==> src/hdl/kmx_pkg.sv <==
// Shared types and constants for the key-mixed XOR stream cipher.
`timescale 1ns / 1ps

package kmx_pkg;

   // Field widths
   localparam int LEN_W    = 9;
   localparam int ROUNDS_W = 10;

   // Item commands
   localparam logic CMD_LOAD    = 1'b0;
   localparam logic CMD_PROCESS = 1'b1;

   // Register indexes, taken from address bit 2
   localparam logic REG_KEY_LENGTH = 1'b0;
   localparam logic REG_MIX_ROUNDS = 1'b1;

   // Result status codes
   localparam logic STATUS_OK          = 1'b0;
   localparam logic STATUS_NEEDS_SETUP = 1'b1;

   typedef struct packed {
      logic [LEN_W-1:0]    key_length;
      logic [ROUNDS_W-1:0] mix_rounds;
   } kmx_cfg_type;

   typedef struct packed {
      logic [7:0] data_out;
      logic       status;
      logic       last_out;
   } kmx_result_type;

endpackage

==> src/hdl/kmx_engine.sv <==
// Key store memory and round sequencer that builds the mask for each byte.
`timescale 1ns / 1ps

module kmx_engine #(
   parameter int unsigned KEY_DEPTH = 256
) (
   input  logic                   clock,
   input  logic                   reset,
   input  kmx_pkg::kmx_cfg_type   cfg,
   input  logic                   req_valid,
   output logic                   req_ready,
   input  logic                   req_command,
   input  logic [7:0]             req_key_address,
   input  logic [7:0]             req_key_byte,
   input  logic [7:0]             req_data_byte,
   input  logic                   req_last_of_message,
   output logic                   res_valid,
   input  logic                   res_ready,
   output kmx_pkg::kmx_result_type res
);
   import kmx_pkg::*;

   localparam int AW = (KEY_DEPTH > 1) ? $clog2(KEY_DEPTH) : 1;

   typedef enum logic {
      ST_IDLE,
      ST_RUN
   } state_type;

   state_type           state_ff;
   logic [ROUNDS_W-1:0] issue_left_ff;
   logic                rd_vld_ff;
   logic [LEN_W-1:0]    idx_ff;
   logic [7:0]          mask_ff;
   logic [7:0]          ri_ff;
   logic [7:0]          bc_ff;
   logic [LEN_W-1:0]    pos_ff;
   logic [7:0]          data_ff;
   logic                last_ff;
   logic                bad_ff;

   logic [7:0]          key_mem_ff [KEY_DEPTH];
   logic [7:0]          rd_data_ff;

   logic [LEN_W-1:0]    eff_len;
   logic                accept;
   logic                wr_en;
   logic                rd_en;
   logic                done;
   logic                res_fire;
   logic [LEN_W-1:0]    idx_in;
   logic [LEN_W:0]      pos_inc;
   logic [LEN_W-1:0]    pos_in;
   logic [7:0]          ri_in;

   // Clamp the key length to the store depth
   assign eff_len = (32'(cfg.key_length) > KEY_DEPTH) ? LEN_W'(KEY_DEPTH) : cfg.key_length;

   assign req_ready = (state_ff == ST_IDLE);
   assign accept    = req_valid && req_ready;
   assign wr_en     = accept && (req_command == CMD_LOAD)
                      && (32'(req_key_address) < KEY_DEPTH);
   assign rd_en     = (state_ff == ST_RUN) && (issue_left_ff != '0) && (idx_ff < eff_len);
   assign done      = (state_ff == ST_RUN) && (issue_left_ff == '0) && !rd_vld_ff;
   assign res_valid = done;
   assign res_fire  = done && res_ready;

   // Next key index, wrapping at the effective length
   assign idx_in  = ((idx_ff + 1'b1) == eff_len) ? '0 : idx_ff + 1'b1;
   assign pos_inc = {1'b0, pos_ff} + 1'b1;
   assign pos_in  = (pos_inc > {1'b0, eff_len}) ? '0 : pos_inc[LEN_W-1:0];
   assign ri_in   = ri_ff + 8'd1;

   // Build the result from the finished mask
   assign res.data_out = bad_ff ? 8'd0 : (data_ff ^ mask_ff);
   assign res.status   = bad_ff ? STATUS_NEEDS_SETUP : STATUS_OK;
   assign res.last_out = last_ff;

   // Key store: one write port for loads, one registered read port for rounds
   always_ff @(posedge clock) begin
      if (wr_en) begin
         key_mem_ff[AW'(req_key_address)] <= req_key_byte;
      end
      if (rd_en) begin
         rd_data_ff <= key_mem_ff[AW'(idx_ff)];
      end
   end

   // Sequencer: issue one key read per round, fold the returned byte into the mask
   always_ff @(posedge clock) begin
      if (reset) begin
         state_ff      <= ST_IDLE;
         issue_left_ff <= '0;
         rd_vld_ff     <= 1'b0;
         ri_ff         <= '0;
         bc_ff         <= '0;
         pos_ff        <= '0;
      end else begin
         rd_vld_ff <= rd_en;
         case (state_ff)
            ST_IDLE: begin
               if (accept && (req_command == CMD_PROCESS)) begin
                  issue_left_ff <= (eff_len == '0) ? '0 : cfg.mix_rounds;
                  idx_ff        <= (pos_ff == eff_len) ? '0 : pos_ff;
                  mask_ff       <= '0;
                  data_ff       <= req_data_byte;
                  last_ff       <= req_last_of_message;
                  bad_ff        <= (eff_len == '0);
                  state_ff      <= ST_RUN;
               end
            end
            ST_RUN: begin
               // Reduce a start index left beyond a shortened key, one step a cycle
               if ((idx_ff >= eff_len) && (eff_len != '0)) begin
                  idx_ff <= idx_ff - eff_len;
               end else if (rd_en) begin
                  issue_left_ff <= issue_left_ff - 1'b1;
                  idx_ff        <= idx_in;
               end
               if (rd_vld_ff) begin
                  mask_ff <= mask_ff ^ (bc_ff + ri_in - rd_data_ff);
                  ri_ff   <= ri_in;
               end
               // Advance or clear the message counters as the result leaves
               if (res_fire) begin
                  state_ff <= ST_IDLE;
                  if (last_ff) begin
                     ri_ff  <= '0;
                     bc_ff  <= '0;
                     pos_ff <= '0;
                  end else if (!bad_ff) begin
                     bc_ff  <= bc_ff + 8'd1;
                     pos_ff <= pos_in;
                  end
               end
            end
            default: begin
               state_ff <= ST_IDLE;
            end
         endcase
      end
   end

   // Every key read stays inside the loaded key
   a_idx_in_range: assert property (@(posedge clock) disable iff (reset)
      rd_en |-> (idx_ff < eff_len))
      else $error("key index outside effective length");

   // A byte without key setup never touches the key store
   a_bad_no_reads: assert property (@(posedge clock) disable iff (reset)
      ((state_ff == ST_RUN) && bad_ff) |-> ((issue_left_ff == '0) && !rd_vld_ff))
      else $error("reads issued while key not set up");

   // Returned key data always follows an issued read
   a_rd_follows: assert property (@(posedge clock) disable iff (reset)
      rd_vld_ff |-> $past(rd_en))
      else $error("read data flagged without a read");

endmodule

==> src/hdl/key_mixed_xor_stream_cipher.sv <==
// Top level of the key-mixed XOR stream cipher: register port and result register.
`timescale 1ns / 1ps

// Usage
//   req_*  : input items. A load item (command 0) writes key_byte to the key
//            store at key_address; it gives no result. A process item
//            (command 1) XORs data_byte with a mask built from the key.
//   rsp_*  : one result item per process item: data_out, status, last_out.
//   psel.. : register port; key_length at 0x0, mix_rounds at 0x4. Write only
//            while no item is in flight.
// Timing
//   A load item leaves the block ready for the next item. A process item
//   holds off the next acceptance until its result enters the result register,
//   paced by the single read port of the key store (one key byte per cycle once
//   the start index is reduced); its result is registered once all mix_rounds
//   key bytes are folded in. With key_length or mix_rounds zero no key is read.
//   A key position left beyond a shortened key adds reduction steps first.
// Reset clears the counters, the registers and the result valid flag; the key
// store holds no reset value and must be loaded before use.
// A stalled receiver holds the result; one further item may run up to its
// finish and then waits until the result register empties.

module key_mixed_xor_stream_cipher #(
   parameter int unsigned KEY_DEPTH = 256
) (
   input  logic        clock,
   input  logic        reset,
   // Input channel
   input  logic        req_valid,
   output logic        req_ready,
   input  logic        req_command,
   input  logic [7:0]  req_key_address,
   input  logic [7:0]  req_key_byte,
   input  logic [7:0]  req_data_byte,
   input  logic        req_last_of_message,
   // Result channel
   output logic        rsp_valid,
   input  logic        rsp_ready,
   output logic [7:0]  rsp_data_out,
   output logic        rsp_status,
   output logic        rsp_last_out,
   // Register port
   input  logic        psel,
   input  logic        penable,
   input  logic        pwrite,
   input  logic [2:0]  paddr,
   input  logic [31:0] pwdata,
   output logic [31:0] prdata,
   output logic        pready
);
   import kmx_pkg::*;

   kmx_cfg_type    cfg_ff;
   logic           rsp_valid_ff;
   kmx_result_type rsp_result_ff;

   logic           csr_wr;
   logic           res_valid;
   logic           res_ready;
   kmx_result_type res;

   assign pready = 1'b1;
   assign csr_wr = psel && penable && pwrite && pready;

   // Register writes
   always_ff @(posedge clock) begin
      if (reset) begin
         cfg_ff <= '0;
      end else if (csr_wr) begin
         case (paddr[2])
            REG_KEY_LENGTH: cfg_ff.key_length <= pwdata[LEN_W-1:0];
            REG_MIX_ROUNDS: cfg_ff.mix_rounds <= pwdata[ROUNDS_W-1:0];
            default: ;
         endcase
      end
   end

   // Register reads
   always_comb begin
      case (paddr[2])
         REG_KEY_LENGTH: prdata = 32'(cfg_ff.key_length);
         REG_MIX_ROUNDS: prdata = 32'(cfg_ff.mix_rounds);
         default:        prdata = '0;
      endcase
   end

   kmx_engine #(
      .KEY_DEPTH (KEY_DEPTH)
   ) u_engine (
      .clock               (clock),
      .reset               (reset),
      .cfg                 (cfg_ff),
      .req_valid           (req_valid),
      .req_ready           (req_ready),
      .req_command         (req_command),
      .req_key_address     (req_key_address),
      .req_key_byte        (req_key_byte),
      .req_data_byte       (req_data_byte),
      .req_last_of_message (req_last_of_message),
      .res_valid           (res_valid),
      .res_ready           (res_ready),
      .res                 (res)
   );

   // Result register: load when empty or draining, hold while stalled
   assign res_ready = !rsp_valid_ff || rsp_ready;

   always_ff @(posedge clock) begin
      if (reset) begin
         rsp_valid_ff <= 1'b0;
      end else if (res_ready) begin
         rsp_valid_ff <= res_valid;
      end
   end

   always_ff @(posedge clock) begin
      if (res_ready && res_valid) begin
         rsp_result_ff <= res;
      end
   end

   assign rsp_valid    = rsp_valid_ff;
   assign rsp_data_out = rsp_result_ff.data_out;
   assign rsp_status   = rsp_result_ff.status;
   assign rsp_last_out = rsp_result_ff.last_out;

endmodule
==> config.mk <==
export PLATFORM = sky130hd
export DESIGN_NAME = key_mixed_xor_stream_cipher
export DESIGN_NICKNAME = d
export VERILOG_FILES = /design/src/hdl/kmx_pkg.sv /design/src/hdl/kmx_engine.sv /design/src/hdl/key_mixed_xor_stream_cipher.sv
export SDC_FILE = /design/constraint.sdc
export NUM_CORES = 2
export LEC_CHECK = 0
export BUFFER_PORTS_ARGS = -buffer_cell sky130_fd_sc_hd__buf_2
export CAP_MARGIN = 0
export CORE_MARGIN = 2
export CORE_UTILIZATION = 55
export DETAILED_ROUTE_END_ITERATION = 12
export PLACE_DENSITY_LB_ADDON = 0.25
export REMOVE_ABC_BUFFERS = 1
export SETUP_SLACK_MARGIN = 0.4
export SKIP_CTS_REPAIR_TIMING = 1
export SLEW_MARGIN = 0
export SYNTH_ARGS = -nofsm -noshare
export SYNTH_HDL_FRONTEND = slang
export SYNTH_HIERARCHICAL = 1
export SYNTH_SLANG_ARGS = --single-unit
==> constraint.sdc <==
create_clock -name clock -period 7.1 [get_ports clock]
set_input_delay 0.71 -clock clock [delete_from_list [all_inputs] [get_ports clock]]
set_output_delay 0.71 -clock clock [all_outputs]
set_load 0.02 [all_outputs]
Word-level counts from Yosys, hierarchy flattened --
Memory sizes are Yosys's and may differ from the RTL's. A register that Yosys moved wholly into a read port is not among the register bits. Cells that the tools add are included.
Word-level totals: register bits 94, memory bits (writable) 2048, bits of input ports 68, memories kept 1
Operators by class: add/subtract/negate cells 8, order comparisons 4, equality and inequality tests 8, mux-type cells 30, bitwise logic cells 6, reduce and logical (&&, ||, !) cells 25
Memories:
- u_engine.key_mem_ff | words 256, bits a word 8, rd ports 1, clocked after memory_dff 1, wr ports 1, line kmx_engine.sv:42 | logic [7:0] key_mem_ff [KEY_DEPTH];
Operators with widths (number):
- $mux W9 | 9
- $pmux W32 S2 | 1
- $mux W8 | 7
- $mux W10 | 4
- $pmux W10 S2 | 1
- $eq A9 B9 Y1 | 2
- $pmux W9 S2 | 1
- $add A8 B1 Y8 const B | 2
- $pmux W8 S2 | 1
- $xor A8 B8 Y8 | 2
- $reduce_and A3 Y1 | 5
- $logic_and A1 B1 Y1 | 11
- $add A9 B1 Y10 const B | 1
- $gt A10 B9 Y1 | 1
- $logic_not A10 Y1 | 1
- $reduce_bool A10 Y1 | 1
- $sub A10 B1 Y10 const B | 1
- $add A9 B1 Y9 const B | 1
- $ge A9 B9 Y1 | 1
- $gt A9 B9 Y1 const B | 1
- $logic_not A9 Y1 | 1
- $lt A9 B9 Y1 | 1
- $reduce_bool A9 Y1 | 1
- $sub A9 B9 Y9 | 1
- 11 further kinds | 23

Logic depth before layout (Yosys ltp) --
depth after elaboration 7, depth in mapped cells 18

Modules after synthesis --
Netlist, hierarchy kept.
By module, submodules not included:
- kmx_engine | instances 1, cells an instance 4600, area each 85639.6 µm²
- key_mixed_xor_stream_cipher | instances 1, cells an instance 125, area each 1433.9 µm²

Least setup slack after synthesis --
OpenSTA, ideal clock, no wires.
path type reg-to-reg, start point register u_engine.idx_ff[0], end point register u_engine.idx_ff[0], enable pin, setup time 0.378 ns, arrival time 3.370 ns, setup slack 3.353 ns, stages on the path, launching flop included 17, buffers on the path 6, clock period less this slack 3.747 ns, cell sequence edfxtp_1 > buf_6 > buf_8 > buf_6 > buf_6 > buf_4 > buf_4 > inv_1 > ha_1 > nor2b_1 > o21ai_0 > a21boi_0 > o21ai_2 > a21oi_1 > nor2_1 > o221ai_1 > a21oi_1
Between the ends: word-level cells in the longest chain between the ends 4, elaborated cells on any way between the ends 6, those cells by class order compare (2); eq/ne (1); reduce/logical (3)
RTL lines:
- start, declared | line kmx_engine.sv:33 | logic [LEN_W-1:0] idx_ff;
- start signal, assigned | line kmx_engine.sv:104 | idx_ff <= (pos_ff == eff_len) ? '0 : pos_ff;
- start signal, assigned | line kmx_engine.sv:115 | idx_ff <= idx_ff - eff_len;
- start signal, assigned | line kmx_engine.sv:118 | idx_ff <= idx_in;
- $lt A9 B9 Y1 | line kmx_engine.sv:63 | assign rd_en = (state_ff == ST_RUN) && (issue_left_ff != '0) && (idx_ff < eff_len);
- $logic_and A1 B1 Y1 | line kmx_engine.sv:63
- net u_engine.rd_en | line kmx_engine.sv:48 | logic rd_en;
- $ne A3 B3 Y1 (no line)
- $reduce_and A3 Y1 (no line)
The timed path passes the listed nets, and every way through them passes these cells. A chain may end at the register's enable or synchronous reset.

Final worst setup path --
start point register u_engine.idx_ff[1], end point register u_engine.rd_data_ff[0], read port of u_engine.key_mem_ff, data pin
Between the ends: word-level cells in the longest chain between the ends 2
RTL lines:
- $lt A9 B9 Y1 | line kmx_engine.sv:63
- $logic_and A1 B1 Y1 | line kmx_engine.sv:63
- end, declared | line kmx_engine.sv:43 | logic [7:0] rd_data_ff;
Parallel ways exist; a longest one is shown, timed or not.

==> metrics <==
final period utilization 67.9%; synthesized cell area roughly 87,000 µm²; Port Buffer Count 65; pre-CTS WS between 2 and 2.5 ns; Syn Area/Cell 18.4 µm²; CTS tree built; Setup Skew 0.0279 ns; total grt overflow 0; GR Util All Layers between 20% and 30%; Fmax achieved 208 MHz; P_leak approximately 31 nW; Final Hold Viols 0; worst skew pair latency between 0.8 and 0.9 ns; initial antenna violation count 13; largest net degree at the start of global routing roughly 190; endpoints failing setup 0; CP max stage delay 0.92 ns; register area share after synthesis approximately three quarters; Vias/cell 6.52; Crit path arrival time 5.34 ns; Worst Hold Depth 1; status completed; drt pass-1 iters 6; clk buf depth 3; worst reg-to-reg path cell count 9; CP cell instances buf_12 -> nand2b_4 -> o21ai_0 -> a21oi_1 -> o21a_1 -> a221oi_1 -> o22ai_1 -> o311ai_1 -> o41ai_1; via count of the first global-routing pass 44,400; post-synthesis async set-or-reset flop share 0%; DRT iter0 DRCs around 6,600; fin crit period 4.82 ns; num rows approximately 150; Slew Limit Fails 0; Fill cells roughly 11,000; drt total wl around 220,000 µm; number of remaining DRC errors 0; H-tree levels 4; first-pass GRT wire length between 300,000 and 400,000 µm; CP Capture Type flop; Pwr per Cell Area between 200 and 300 nW/µm²; Peak VDD IR ~0.27 mV; Layout Nets 4,922; CORE AREA 158,000 µm²; die area approximately 160,000 µm²; Post-synth EDFFs between 2,000 and 2,500; TritonCTS Buffers between 200 and 250; Mapped Cells 4,725; CP max FO 41; clock slew seen by the registers of the worst setup and hold paths ~0.060 ns; CP required between 7 and 8 ns; cell with the largest stage delay on the worst path edfxtp_1; WHS between 0.03 and 0.04 ns; die height around 400 µm; Synth Flop Type edfxtp_1; Final GP Congestion about 0.86; initial core utilization ~55%; HP Class in2reg; IO Pins around 110; RSZ-0062 raised after global routing false; max_cap viols 0; commonest non-fill, non-tap cell in the layout edfxtp_1; Yosys warnings 6; Slew headroom 13.7%; Area contributors post-synth edfxtp_1 72%, mux4_2 8.5%, mux2i_1 4.1%, nor2_1 1.5%, dfxtp_1 1.3%; WL/cell approximately 31 µm; Yosys top cell area share between 70% and 80%; root buf cell clkbuf_16; Startpoint Class flop; share of layout cells above drive strength 1 between 10% and 20%; #FFs+latches synth 2,150; clock sinks 2,150; Die W ~400 µm; post-synth cell types 86; via count 46,100; CP Class reg2reg; Detail Route Antenna Nets 0; worst-margin pin slew around 1.3 ns; top cell type by total area after synthesis edfxtp_1; fin worst setup slack approximately 2.3 ns; Layout area overhead 10.4%; most frequent cells in the layout 2,093 x edfxtp_1, 360 x mux2i_1, 353 x nor2_1; HPWL after detailed placement around 130,000 µm
[worst paths after layout]
check / start / end / slack (ns)
hold reg to reg: u_engine/ri_ff[1] / u_engine/ri_ff[1] / 0.48
setup / recovery: u_engine/idx_ff[1] / u_engine/rd_data_ff[0] / 2.28
setup reg to reg: u_engine/idx_ff[1] / u_engine/rd_data_ff[0] / 2.28
hold / removal: req_data_byte[1] / u_engine/data_ff[1] / 0.03
[kinds of logic (layout without fill, tap and decap cells)]
| group | count (synthesis) | count (layout) | share of synthesized area (%) |
|---|---|---|---|
| muxes | 771 | 771 | 14.1 |
| and+or+nand+nor | 766 | 766 | 3.95 |
| AOI/OAI and AO/OA | 578 | 578 | 4.52 |
| adders and majority gates | 39 | 39 | 0.629 |
| xor gates and xnor gates | 74 | 74 | 0.760 |
| buffers and inverters | 345 | 593 | 2.54 |
| other | 2 | 28 | 0.00862 |
| DFF | 2150 | 2150 | 73.5 |
[cell usage after synthesis, types with 13 or more instances]
cell type	count
a211oi_1	25
a21o_1	13
a21oi_1	133
a221o_1	21
a221oi_1	54
a22oi_1	40
a31oi_1	19
buf_2	60
buf_4	45
buf_6	45
buf_8	20
clkbuf_1	118
dfxtp_1	57
edfxtp_1	2093
ha_1	31
inv_1	35
mux2_2	60
mux2i_1	360
mux4_1	24
mux4_2	327
nand2_1	156
nand2b_1	39
nand3_1	71
nand4_1	20
nor2_1	355
nor2b_1	26
nor3_1	37
o21ai_0	119
o221ai_1	40
o22ai_1	32
xnor2_1	48
xor2_1	25
[final cells by class]
cell class,count,area (µm²),area share [%]
Clock buffer,244,5450,5.67
Antenna cell,5,12.5,0.0130
Tap cell,2072,2590,2.70
Timing Repair Buffer,163,1310,1.36
Sequential cell,2150,64000,66.6
Inverter,37,143,0.148
Clock inverter,149,1600,1.67
Multi-Input combinational cell,2251,21000,21.9
[metal layers]
layer / vias to the layer above / global-route usage [%] / part of all wire (%) / routed length (µm)
met5: - / 0 / 0.042 / 92
li1: 19200 / - / - / -
met1: 24000 / 38.6 / 39 / 86500
met2: 2449 / 43.1 / 48 / 106000
met4: 12 / 7.91 / 2.7 / 6020
met3: 381 / 5.80 / 10 / 22400
[per-stage QoR]
step | util (%) | area [µm²] | total power [W] | instances | TNS [ns]
after global routing | 60.9 | 96100 | 0.0271 | 7066 | 0
final | 60.9 | 96100 | 0.0265 | 7071 | 0
after floorplan | - | 85100 | 0.0152 | 4438 | -828.53
after global placement | 56.4 | 89000 | 0.0154 | 6671 | 0
after detailed placement | 56.4 | 89000 | 0.0154 | 6671 | 0
after CTS | 60.9 | 96100 | 0.0266 | 7064 | 0
[power breakdown]
part	internal, W	switching, W
Sequential	0.0139	0.0000266
Combinational	0.000364	0.000822
Clock	0.00650	0.00479
[state kept, by name, summed over array words and instances, names as in the netlist, 8 cells and up]
name and count:
cfg_ff 19, rsp_data_out 8, u_engine/bc_ff 8, u_engine/data_ff 8
u_engine/idx_ff 9, u_engine/issue_left_ff 10, u_engine/key_mem_ff 2048, u_engine/mask_ff 8
u_engine/pos_ff 9, u_engine/rd_data_ff 8, u_engine/ri_ff 8
[worst max-delay path, delay by kind of cell (launching register included)]
family	cells	cell delay, ns
buffers and inverters	1	0.35
and+or+nand+nor	1	0.52
DFF	1	0.92
AOI/OAI and AO/OA	7	2.59
Note: power is estimated with default switching activity, not from simulation.
